[src/hw/rtl/fsg_pkg.sv]
package fsg_pkg;

    localparam int DigitW     = 6;
    localparam int IndexW     = 32;
    localparam int FracW      = 32;
    localparam int MaxDims    = 32;
    localparam int MaxDigits  = 32;
    localparam int SkipPower  = 4;
    localparam int PowW       = 24;   // holds 63^4
    localparam int AddrW      = 4;

    // register indexes (paddr[3:2])
    localparam logic [1:0] RegBase  = 2'd0;
    localparam logic [1:0] RegDims  = 2'd1;
    localparam logic [1:0] RegStart = 2'd2;

    typedef struct packed {
        logic [DigitW-1:0] prime_base;
        logic [DigitW-1:0] dimension_count;
        logic [IndexW-1:0] start_index;
        logic              restart;      // pulse: base or start written
    } cfg_t;

endpackage

[src/hw/rtl/faure_sequence_generator_top.sv]
// Faure point generator. Each request transaction with request=1 yields
// dimension_count (clamped to 1..32) coordinate transactions (last one
// flagged by m_tlast); a request of 0 is taken and produces nothing.
// Each point splits the index into base-b digits by serial division;
// each dimension after the first applies the Pascal transform, and every
// dimension then runs the bit-serial radical inverse. The first request
// after reset or after a write to prime_base or start_index passes
// through SKIP_MUL and LOAD to load the counter with start_index + b^4 - 1.
// s_tready is high only between points.
module faure_sequence_generator_top (
    input  logic        aclk,
    input  logic        aresetn,
    // request input, tdata[0] = request
    input  logic        s_tvalid,
    output logic        s_tready,
    input  logic [7:0]  s_tdata,
    // coordinate output, tdata[31:0] = coordinate, [36:32] = dimension_index
    output logic        m_tvalid,
    input  logic        m_tready,
    output logic [39:0] m_tdata,
    output logic        m_tlast,
    // configuration
    input  logic        psel,
    input  logic        penable,
    input  logic        pwrite,
    input  logic [3:0]  paddr,
    input  logic [31:0] pwdata,
    output logic [31:0] prdata,
    output logic        pready
);
    import fsg_pkg::*;

    typedef enum logic [3:0] {
        IDLE, SKIP_MUL, LOAD, DIGIT, DIV_WAIT, SHIFT, RI, EMIT
    } state_t;

    cfg_t cfg;
    state_t state_reg;

    logic [IndexW-1:0] seq_reg;
    logic              started_reg;
    logic [DigitW-1:0] base_reg;
    logic [DigitW-1:0] dims_reg;
    logic [PowW-1:0]   pow_reg;
    logic [1:0]        mul_cnt_reg;
    logic [IndexW-1:0] n_reg;
    logic [5:0]        t_reg;
    logic [DigitW-1:0] digits [MaxDigits];
    logic [DigitW-1:0] tmp    [MaxDigits];
    logic [DigitW-1:0] top_reg;
    logic [4:0]        i_reg;
    logic [4:0]        j_reg;
    logic [DigitW-1:0] prev_reg;
    logic [4:0]        d_reg;
    logic [4:0]        bit_reg;
    logic [4:0]        k_reg;
    logic              carry_reg;
    logic [FracW-1:0]  r_reg;
    logic              m_tvalid_reg;
    logic [FracW-1:0]  m_coord_reg;
    logic [4:0]        m_dim_reg;
    logic              m_last_reg;

    logic              div_start;
    logic              div_done;
    logic [IndexW-1:0] div_q;
    logic [DigitW-1:0] div_rem;

    logic [DigitW:0]   sh_sum;
    logic [DigitW-1:0] sh_val;
    logic [DigitW-1:0] ri_src;
    logic [DigitW:0]   ri_dbl;
    logic              ri_c;
    logic [DigitW-1:0] ri_val;
    logic [DigitW-1:0] eff_base;
    logic [DigitW-1:0] eff_dims;
    logic [PowW+DigitW-1:0] pow_prod;
    logic              out_free;

    fsg_cfg_regs u_cfg (
        .aclk, .aresetn, .psel, .penable, .pwrite, .paddr, .pwdata,
        .prdata, .pready, .cfg
    );

    fsg_div_unit u_div (
        .aclk, .aresetn,
        .start     (div_start),
        .dividend  (n_reg),
        .divisor   (base_reg),
        .done      (div_done),
        .quotient  (div_q),
        .remainder (div_rem)
    );

    assign eff_base = (cfg.prime_base < DigitW'(2)) ? DigitW'(2) : cfg.prime_base;
    always_comb begin
        if (cfg.dimension_count == '0)
            eff_dims = DigitW'(1);
        else if (cfg.dimension_count > DigitW'(MaxDims))
            eff_dims = DigitW'(MaxDims);
        else
            eff_dims = cfg.dimension_count;
    end

    assign pow_prod  = pow_reg * base_reg;
    assign div_start = (state_reg == DIGIT) && (n_reg != '0) && (t_reg != 6'(MaxDigits));

    // Pascal step: a[j] += a[j+1] mod b
    assign sh_sum = {1'b0, digits[j_reg]} + {1'b0, prev_reg};
    assign sh_val = (sh_sum >= {1'b0, base_reg}) ? DigitW'(sh_sum - {1'b0, base_reg})
                                                : sh_sum[DigitW-1:0];

    // radical inverse step: double digit with carry mod b
    assign ri_src = (bit_reg == '0) ? digits[k_reg] : tmp[k_reg];
    assign ri_dbl = {ri_src, carry_reg};
    assign ri_c   = ri_dbl >= {1'b0, base_reg};
    assign ri_val = ri_c ? DigitW'(ri_dbl - {1'b0, base_reg}) : ri_dbl[DigitW-1:0];

    assign out_free = !m_tvalid_reg || m_tready;

    // digit stores
    always_ff @(posedge aclk) begin
        if (state_reg == DIV_WAIT && div_done)
            digits[t_reg[4:0]] <= div_rem;
        else if (state_reg == SHIFT)
            digits[j_reg] <= sh_val;
        if (state_reg == RI)
            tmp[k_reg] <= ri_val;
    end

    // sequencer
    always_ff @(posedge aclk) begin
        if (!aresetn) begin
            state_reg    <= IDLE;
            started_reg  <= 1'b0;
            seq_reg      <= IndexW'(15);
            m_tvalid_reg <= 1'b0;
        end else begin
            if (m_tready)
                m_tvalid_reg <= 1'b0;
            if (cfg.restart)
                started_reg <= 1'b0;
            unique case (state_reg)
                IDLE: begin
                    if (s_tvalid && s_tdata[0]) begin
                        base_reg <= eff_base;
                        dims_reg <= eff_dims;
                        pow_reg  <= PowW'(eff_base);
                        mul_cnt_reg <= '0;
                        n_reg    <= seq_reg;
                        t_reg    <= '0;
                        d_reg    <= '0;
                        state_reg <= (started_reg && !cfg.restart) ? DIGIT : SKIP_MUL;
                    end
                end
                SKIP_MUL: begin
                    pow_reg     <= pow_prod[PowW-1:0];
                    mul_cnt_reg <= mul_cnt_reg + 2'd1;
                    if (mul_cnt_reg == 2'(SkipPower-2))
                        state_reg <= LOAD;
                end
                LOAD: begin
                    seq_reg     <= cfg.start_index + IndexW'(pow_reg) - IndexW'(1);
                    n_reg       <= cfg.start_index + IndexW'(pow_reg) - IndexW'(1);
                    started_reg <= 1'b1;
                    state_reg   <= DIGIT;
                end
                DIGIT: begin
                    if (div_start) begin
                        state_reg <= DIV_WAIT;
                    end else begin
                        bit_reg   <= '0;
                        k_reg     <= 5'(t_reg - 6'd1);
                        carry_reg <= 1'b0;
                        r_reg     <= '0;
                        state_reg <= (t_reg == '0) ? EMIT : RI;
                    end
                end
                DIV_WAIT: begin
                    if (div_done) begin
                        top_reg   <= div_rem;
                        n_reg     <= div_q;
                        t_reg     <= t_reg + 6'd1;
                        state_reg <= DIGIT;
                    end
                end
                SHIFT: begin
                    prev_reg <= sh_val;
                    if (j_reg == i_reg) begin
                        if (6'(i_reg) + 6'd2 == t_reg) begin
                            bit_reg   <= '0;
                            k_reg     <= 5'(t_reg - 6'd1);
                            carry_reg <= 1'b0;
                            r_reg     <= '0;
                            state_reg <= RI;
                        end else begin
                            i_reg    <= i_reg + 5'd1;
                            j_reg    <= 5'(t_reg - 6'd2);
                            prev_reg <= top_reg;
                        end
                    end else begin
                        j_reg <= j_reg - 5'd1;
                    end
                end
                RI: begin
                    if (k_reg == '0) begin
                        r_reg     <= {r_reg[FracW-2:0], ri_c};
                        carry_reg <= 1'b0;
                        k_reg     <= 5'(t_reg - 6'd1);
                        bit_reg   <= bit_reg + 5'd1;
                        if (bit_reg == 5'(FracW-1))
                            state_reg <= EMIT;
                    end else begin
                        carry_reg <= ri_c;
                        k_reg     <= k_reg - 5'd1;
                    end
                end
                EMIT: begin
                    if (out_free) begin
                        m_tvalid_reg <= 1'b1;
                        m_coord_reg  <= r_reg;
                        m_dim_reg    <= d_reg;
                        m_last_reg   <= (6'(d_reg) + 6'd1 == dims_reg);
                        if (6'(d_reg) + 6'd1 == dims_reg) begin
                            seq_reg   <= seq_reg + IndexW'(1);
                            state_reg <= IDLE;
                        end else begin
                            d_reg <= d_reg + 5'd1;
                            if (t_reg <= 6'd1) begin
                                bit_reg   <= '0;
                                k_reg     <= 5'(t_reg - 6'd1);
                                carry_reg <= 1'b0;
                                r_reg     <= '0;
                                state_reg <= (t_reg == '0) ? EMIT : RI;
                            end else begin
                                i_reg     <= '0;
                                j_reg     <= 5'(t_reg - 6'd2);
                                prev_reg  <= top_reg;
                                state_reg <= SHIFT;
                            end
                        end
                    end
                end
                default: state_reg <= IDLE;
            endcase
        end
    end

    assign s_tready = (state_reg == IDLE);
    assign m_tvalid = m_tvalid_reg;
    assign m_tdata  = {3'b000, m_dim_reg, m_coord_reg};
    assign m_tlast  = m_last_reg;

    a_digits_bounded: assert property (@(posedge aclk) disable iff (!aresetn)
        t_reg <= 6'(MaxDigits) || state_reg == IDLE)
        else $error("digit count overflow");
    a_base_valid: assert property (@(posedge aclk) disable iff (!aresetn)
        (state_reg == SHIFT || state_reg == RI) |-> base_reg >= DigitW'(2))
        else $error("working base below two");
    a_dim_in_range: assert property (@(posedge aclk) disable iff (!aresetn)
        (state_reg == EMIT) |-> 6'(d_reg) < dims_reg)
        else $error("dimension index beyond count");
    a_load_starts: assert property (@(posedge aclk) disable iff (!aresetn)
        (state_reg == LOAD) |=> started_reg && state_reg == DIGIT)
        else $error("counter load did not start point");

endmodule

[src/hw/rtl/fsg_cfg_regs.sv]
module fsg_cfg_regs (
    input  logic                      aclk,
    input  logic                      aresetn,
    input  logic                      psel,
    input  logic                      penable,
    input  logic                      pwrite,
    input  logic [fsg_pkg::AddrW-1:0] paddr,
    input  logic [31:0]               pwdata,
    output logic [31:0]               prdata,
    output logic                      pready,
    output fsg_pkg::cfg_t             cfg
);
    import fsg_pkg::*;

    logic [DigitW-1:0] base_reg;
    logic [DigitW-1:0] dims_reg;
    logic [IndexW-1:0] start_reg;
    logic              restart_reg;
    logic              wr_en;

    assign pready = 1'b1;
    assign wr_en  = psel && penable && pwrite;

    // register writes
    always_ff @(posedge aclk) begin
        if (!aresetn) begin
            base_reg    <= DigitW'(2);
            dims_reg    <= DigitW'(1);
            start_reg   <= '0;
            restart_reg <= 1'b0;
        end else begin
            restart_reg <= 1'b0;
            if (wr_en) begin
                unique case (paddr[3:2])
                    RegBase: begin
                        base_reg    <= pwdata[DigitW-1:0];
                        restart_reg <= 1'b1;
                    end
                    RegDims: dims_reg <= pwdata[DigitW-1:0];
                    RegStart: begin
                        start_reg   <= pwdata[IndexW-1:0];
                        restart_reg <= 1'b1;
                    end
                    default: ;
                endcase
            end
        end
    end

    // read mux
    always_comb begin
        unique case (paddr[3:2])
            RegBase:  prdata = {{(32-DigitW){1'b0}}, base_reg};
            RegDims:  prdata = {{(32-DigitW){1'b0}}, dims_reg};
            RegStart: prdata = start_reg;
            default:  prdata = '0;
        endcase
    end

    assign cfg.prime_base      = base_reg;
    assign cfg.dimension_count = dims_reg;
    assign cfg.start_index     = start_reg;
    assign cfg.restart         = restart_reg;

endmodule

[src/hw/rtl/fsg_div_unit.sv]
module fsg_div_unit (
    input  logic                       aclk,
    input  logic                       aresetn,
    input  logic                       start,
    input  logic [fsg_pkg::IndexW-1:0] dividend,
    input  logic [fsg_pkg::DigitW-1:0] divisor,
    output logic                       done,
    output logic [fsg_pkg::IndexW-1:0] quotient,
    output logic [fsg_pkg::DigitW-1:0] remainder
);
    import fsg_pkg::*;

    logic [IndexW-1:0] q_reg;
    logic [DigitW-1:0] rem_reg;
    logic [4:0]        cnt_reg;
    logic              busy_reg;
    logic              done_reg;
    logic [DigitW:0]   trial;
    logic              fits;

    // one restoring step per cycle
    assign trial = {rem_reg, q_reg[IndexW-1]};
    assign fits  = trial >= {1'b0, divisor};

    always_ff @(posedge aclk) begin
        if (!aresetn) begin
            busy_reg <= 1'b0;
            done_reg <= 1'b0;
            cnt_reg  <= '0;
        end else begin
            done_reg <= 1'b0;
            if (start) begin
                busy_reg <= 1'b1;
                cnt_reg  <= '0;
                q_reg    <= dividend;
                rem_reg  <= '0;
            end else if (busy_reg) begin
                rem_reg <= fits ? DigitW'(trial - {1'b0, divisor}) : trial[DigitW-1:0];
                q_reg   <= {q_reg[IndexW-2:0], fits};
                cnt_reg <= cnt_reg + 5'd1;
                if (cnt_reg == 5'(IndexW-1)) begin
                    busy_reg <= 1'b0;
                    done_reg <= 1'b1;
                end
            end
        end
    end

    assign done      = done_reg;
    assign quotient  = q_reg;
    assign remainder = rem_reg;

endmodule
[config.mk]
export PLATFORM = sky130hd
export DESIGN_NAME = faure_sequence_generator_top
export DESIGN_NICKNAME = d
export VERILOG_FILES = /design/src/hw/rtl/fsg_pkg.sv /design/src/hw/rtl/faure_sequence_generator_top.sv /design/src/hw/rtl/fsg_cfg_regs.sv /design/src/hw/rtl/fsg_div_unit.sv
export SDC_FILE = /design/constraint.sdc
export NUM_CORES = 1
export LEC_CHECK = 0
export ABC_CLOCK_PERIOD_IN_PS = 18400
export BUFFER_PORTS_ARGS = -buffer_cell sky130_fd_sc_hd__buf_2
export CORE_MARGIN = 5
export CORE_UTILIZATION = 67
export DETAILED_ROUTE_END_ITERATION = 7
export PLACE_DENSITY_LB_ADDON = 0.15
export SKIP_CTS_REPAIR_TIMING = 1
export SYNTH_ARGS = -nofsm -noshare
export SYNTH_HDL_FRONTEND = slang
export SYNTH_HIERARCHICAL = 1
export SYNTH_SLANG_ARGS = --single-unit
[constraint.sdc]
create_clock -name aclk -period 18.4 [get_ports aclk]
set_clock_uncertainty 0.1 [all_clocks]
set_input_delay 2.76 -clock aclk [delete_from_list [all_inputs] [get_ports aclk]]
set_output_delay 2.76 -clock aclk [all_outputs]
set_load 0.02 [all_outputs]
==> results.yml, run 1 <==
run_status:
  status: "finished, final reports clean"
detailed_routing:
  wl_per_cell_um: 24.06
  via_count: 24960
  post_drt_via_cell_ratio: 6.497
  drt_first_pass_iters: 6
  drtIter0Drc: 2544
  ant_nets: 0
  drc: 0
  routed_wl_mm: 92.43
global_routing:
  top_usage_layer: "met2"
  grt_util_met1: 0.4122
  antenna_found_initial: 0
  track_usage: 0.3068
  grt_max_degree: 62
  grt-ovfl-total: 0
  use_met3: 0.05115
  grt_pass1_wl_mm: 145.8
  grt_use_met2: 0.5161
  grt_pass1_vias: 25510
synthesis:
  syn-mean-instance-area_sq_um: 12.79
  synth_area_leader_cell: "edfxtp_1"
  ys_ff_latch: 705
  synth_top_area_frac: 0.4813
  synth_edf_count: 606
  synth_cells: 2956
  yosysSeqAreaShare: 0.5338
  yosysMostFrequentCell: "edfxtp_1"
  synth_area_leaders: "edfxtp_1 (48%), mux4_2 (10%), dfxtp_1 (5.2%)"
  synthFlopType: "edfxtp_1"
  ys_warn_count: 6
  synth_area_sq_um: 37810
  synthTopCellsByCount: "edfxtp_1 (606), nor2_1 (264), nand2_1 (260)"
  ys_types: 82
  synthArstFlopShare: 0
power_and_ir_drop:
  power_leakage_uw: 0.01538
  irDropWorstVdd_v: 0.0001706
  power.density_nw_per_um2: 167.0
  total_power_uw: 6936
floorplan:
  start_util: 0.6731
  die_width_um: 247.5
  coreArea_sq_um: 56170
  pin_count: 127
  rows: 87
  die_area_sq_um: 61280
  die_h_um: 247.5
cells_and_area:
  drive_above_1_share: 0.1721
  area_growth_pct: 9.886
  fin_nets: 3287
  final_cell_area_sq_um: 41540
  largestRegisters: "digits x192, tmp x192"
  nFillCells: 3591
  antenna-diode-count: 0
  post-route-util: 0.7396
critical_path:
  max_stage_delay_ns: 0.77
  cp_data_required_time_ns: 18.64
  cp_slowest_cell: "dfxtp_4"
  crit_fanout: 38
  setup.worst_path.start_class: "flop"
  critPathCaptureType: "flop"
  regToRegSetupSlack_ns: 11.71
  path_class: "flop to flop"
  worstPathArrival_ns: 6.93
  path_cells: "buf_4, buf_4, mux4_2, mux4_2, a21oi_1, o211a_1, inv_1, ha_1, a21oi_1, o21ai_0, a21o_1, a21o_1, a2111oi_4, mux2_2"
timing:
  hold_violations: 0
  timing.hold.ws_ns: 0.3395
  drv_slew: 0
  tightest_slew_ns: 1.262
  fmax_mhz: 149.5
  min_period_over_period: 0.3635
  grt_setup_unrepaired: "false"
  setup_tns_ns: 0
  slew_headroom: 0.1565
  min_period_ns: 6.689
  setup_viol: 0
place:
  gp_congestion: 0.8829
  port_buffers: 113
  dpl_cell_area_sq_um: 39000
  dpl.hpwl_mm: 61.12
cts:
  cts_tree: "yes"
  clk_path_buf_depth: 3
  cts_made_buffers: 72
  clock_latency_ns: 0.64
  cts-root-buf: "clkbuf_16"
  clkTransAtPathRegs_ns: 0.06
  htreeDepth: 3
  cts.sinks: 705
job:
  cap_violations: 0
worst_hold_path:
  hp-class: "flop to flop"
[stage by stage]
step                      setup slack, ns  cells
after floorplan                     11.93   2958
after global placement              11.74   3708
after detailed placement            11.67   3708
after CTS                           11.56   3842
after global routing                11.14   3842
final                               11.71   3842
[critical path: cells and delay by family (launching register included)]
kind | cells | cell delay, ns
AO/OA/AOI/OAI | 7 | 1.91
adder cells (fa/ha/maj) | 1 | 0.29
buffers and inverters | 3 | 1.36
flip-flops | 1 | 0.77
multiplexers | 3 | 1.86
[kinds of logic after synthesis]
family,count (synthesis),synth area share
AND/OR/NAND/NOR,823,0.1003
flip-flops,705,0.5338
buffers and inverters,390,0.04100
other,2,0.0001986
adder cells (fa/ha/maj),210,0.08578
AO/OA/AOI/OAI,396,0.06937
multiplexers,326,0.1455
XOR/XNOR,104,0.02409
[layout by cell type (no fill, tap or decap), types with 69 or more instances in the layout]
cell,n
edfxtp_1,606
nor2_1,261
nand2_1,260
inv_1,236
mux4_2,172
ha_1,128
buf_2,112
dfxtp_1,94
a21oi_1,90
and2_1,86
o21ai_0,85
mux2i_1,83
fa_1,82
clkbuf_16,72
mux2_2,69
[per-layer routing]
layer | share of wire | wire length [um] | up-vias
li1 | - | - | 10950
met1 | 0.39 | 35700 | 12460
met2 | 0.50 | 45960 | 1329
met3 | 0.080 | 7411 | 224
met4 | 0.036 | 3365 | 0
met5 | 0 | 0 | -
[power by group]
part	internal (uW)	total (uW)	switching, uW
Clock	886	1550	660
Combinational	1280	3200	1920
Sequential	2060	2190	135
Total	4220	6940	2710
[cell type report]
cell class / count / area (sq um) / area share
sequential: 705 / 20190 / 0.4860
multi-input combinational: 1863 / 16150 / 0.3888
clock buffer: 94 / 1964 / 0.04728
tap: 756 / 945.9 / 0.02277
inverter: 239 / 897.1 / 0.02159
timing repair buffer: 145 / 808.3 / 0.01946
clock inverter: 40 / 583.1 / 0.01403
[path summary, 6_finish.rpt]
path	endpoint	from	depth (start not counted)
max	tmp[3][2]$_DFFE_PP_	flop	14
max reg2reg	tmp[3][2]$_DFFE_PP_	flop	14
min	m_coord_reg[8]$_DFFE_PP_	r_reg[8]$_SDFFCE_PN0P_	0
min reg2reg	m_coord_reg[8]$_DFFE_PP_	r_reg[8]$_SDFFCE_PN0P_	0
(Power assumes the default switching activity.)
==> run 2, diff against run 1 <==
Settings changed: ABC_CLOCK_PERIOD_IN_PS 18400 to 6700, CORE_UTILIZATION 67 to 63.
Clock period 18.4 ns to 6.7 ns, I/O delays scaled along.
==> run 2 against run 1 <==
Core utilization shrank 3.8 points; worst hold slack worse by 0.013 ns; sequential power increased to 2.8 times the previous value; first-iteration DRC count shrank 12%; power rose to 2.7 times the previous value; die area is 6.1% higher; critical path depth up 1; cell count up 0.81%; via count fell by 2.3%; worst setup slack worse by 11 ns; routed wire length decreased by 3.3%; clock power rose to 2.6 times the previous value; critical path type unchanged; highest routed layer unchanged.
==> results.yml, run 2 (synthesis results as in run 1) <==
timing:
  setup_tns_ns: 0
  min_period_ns: 5.786
  min_period_over_period: 0.8636
  drv_slew: 0
  hold_violations: 0
  setup_viol: 0
  slew_headroom: 0.1540
  tightest_slew_ns: 1.264
  timing.hold.ws_ns: 0.3263
  fmax_mhz: 172.8
  grt_setup_unrepaired: "false"
cells_and_area:
  area_growth_pct: 10.00
  nFillCells: 4044
  largestRegisters: "digits x192, tmp x192"
  fin_nets: 3303
  finalNonFillerCells: 3873
  register_area_sq_um: 20190
  drive_above_1_share: 0.1758
  mostFrequentLayoutCells: "edfxtp_1 (606), nor2_1 (261), nand2_1 (260)"
  final_common_cell: "edfxtp_1"
  antenna-diode-count: 0
  multi_input_area_sq_um: 16160
floorplan:
  die_width_um: 255.0
  start_util: 0.6382
  pin_count: 127
  die_area_sq_um: 65010
  die_h_um: 255.0
  rows: 89
  coreArea_sq_um: 59240
detailed_routing:
  via_count: 24390
  routed_wl_mm: 89.39
  post_drt_via_cell_ratio: 6.297
  ant_nets: 0
  drt_first_pass_iters: 5
  drc: 0
  wl_per_cell_um: 23.08
  drtIter0Drc: 2236
global_routing:
  grt_pass1_wl_mm: 140.8
  grt_max_degree: 75
  grt-ovfl-total: 0
  antenna_found_initial: 0
  track_usage: 0.2774
  grt_pass1_vias: 24980
critical_path:
  regToRegSetupSlack_ns: 0.91
  reg2reg_depth: 15
  timing.rr.end: "digits[5][4]$_DFFE_PP_"
  critPathCaptureType: "flop"
  crit_path_end: "digits[5][4]$_DFFE_PP_"
  path_class: "flop to flop"
  worstPathArrival_ns: 5.96
  crit_fanout: 32
  setup.worst_path.start_class: "flop"
  cp_data_required_time_ns: 6.88
cts:
  clkTransAtPathRegs_ns: 0.06
  htreeDepth: 3
  cts-root-buf: "clkbuf_16"
  cts_tree: "yes"
  clk_path_buf_depth: 3
  cts.sinks: 705
  cts_made_buffers: 72
  clock_latency_ns: 0.64
job:
  cap_violations: 0
place:
  dpl.hpwl_mm: 62.19
  port_buffers: 113
  gp_congestion: 0.8777
  dp.cells: 3741
worst_hold_path:
  worst_hold_startpoint: "r_reg[31]$_SDFFCE_PN0P_"
  hp-class: "flop to flop"
run_status:
  status: "finished, final reports clean"
power_and_ir_drop:
  power_leakage_uw: 0.01541
  irDropWorstVdd_v: 0.0008191
  power.density_nw_per_um2: 451.5
==> run 2: worst max-delay path, stage by stage (launching register included) <==
cell and delay (ns):
dfxtp_4 0.36, buf_4 0.38, mux4_2 0.57, mux4_2 0.48
mux2_2 0.32, ha_1 0.22, fa_1 0.57, ha_1 0.27
a21o_1 0.16, a21o_1 0.20, a21o_1 0.20, a21o_1 0.21
a221oi_1 0.30, buf_4 0.20, mux2_2 0.34, mux2_2 0.52
==> run 2: worst min path at each step <==
stage	end	slack, ns	depth (start not counted)
6_report	m_coord_reg[31]$_DFFE_PP_	0.33	0
3_3_place_gp	m_coord_reg[31]$_DFFE_PP_	0.30	0
2_1_floorplan	m_coord_reg[31]$_DFFE_PP_	0.30	0
3_5_place_dp	m_coord_reg[31]$_DFFE_PP_	0.32	0
5_1_grt	m_coord_reg[31]$_DFFE_PP_	0.35	0
4_1_cts	m_coord_reg[31]$_DFFE_PP_	0.33	0
==> run 2: layer usage <==
layer	routed length (um)	vias up	GRT usage
li1	-	11000	-
met1	36030	12190	0.3853
met2	44570	1072	0.4644
met3	6588	130	0.04349
met4	2197	0	0.07905
met5	0	-	0
==> run 2: cell type report <==
cell class                 count  share of cell area
inverter                     239             0.02157
multi-input combinational   1863              0.3885
tap                          773             0.02326
clock buffer                  91             0.04672
timing repair buffer         161             0.02353
clock inverter                41             0.01083
sequential                   705              0.4856
==> run 2: metrics by stage <==
step / setup slack [ns] / utilization / power (uW) / area (sq um)
after floorplan: 0.3630 / - / 12540 / 37810
after global placement: 1.046 / 0.6616 / 14370 / 39190
after detailed placement: 0.9503 / 0.6616 / 14690 / 39190
after CTS: 0.9174 / 0.7020 / 18770 / 41590
after global routing: 0.5574 / 0.7020 / 20100 / 41590
final: 0.9136 / 0.7020 / 18780 / 41590
==> run 2: power breakdown <==
part / internal [uW] / total (uW) / switching [uW]
logic: 3530 / 8720 / 5200
registers: 5660 / 6030 / 368
clock network: 2250 / 4020 / 1770
total: 11400 / 18800 / 7340
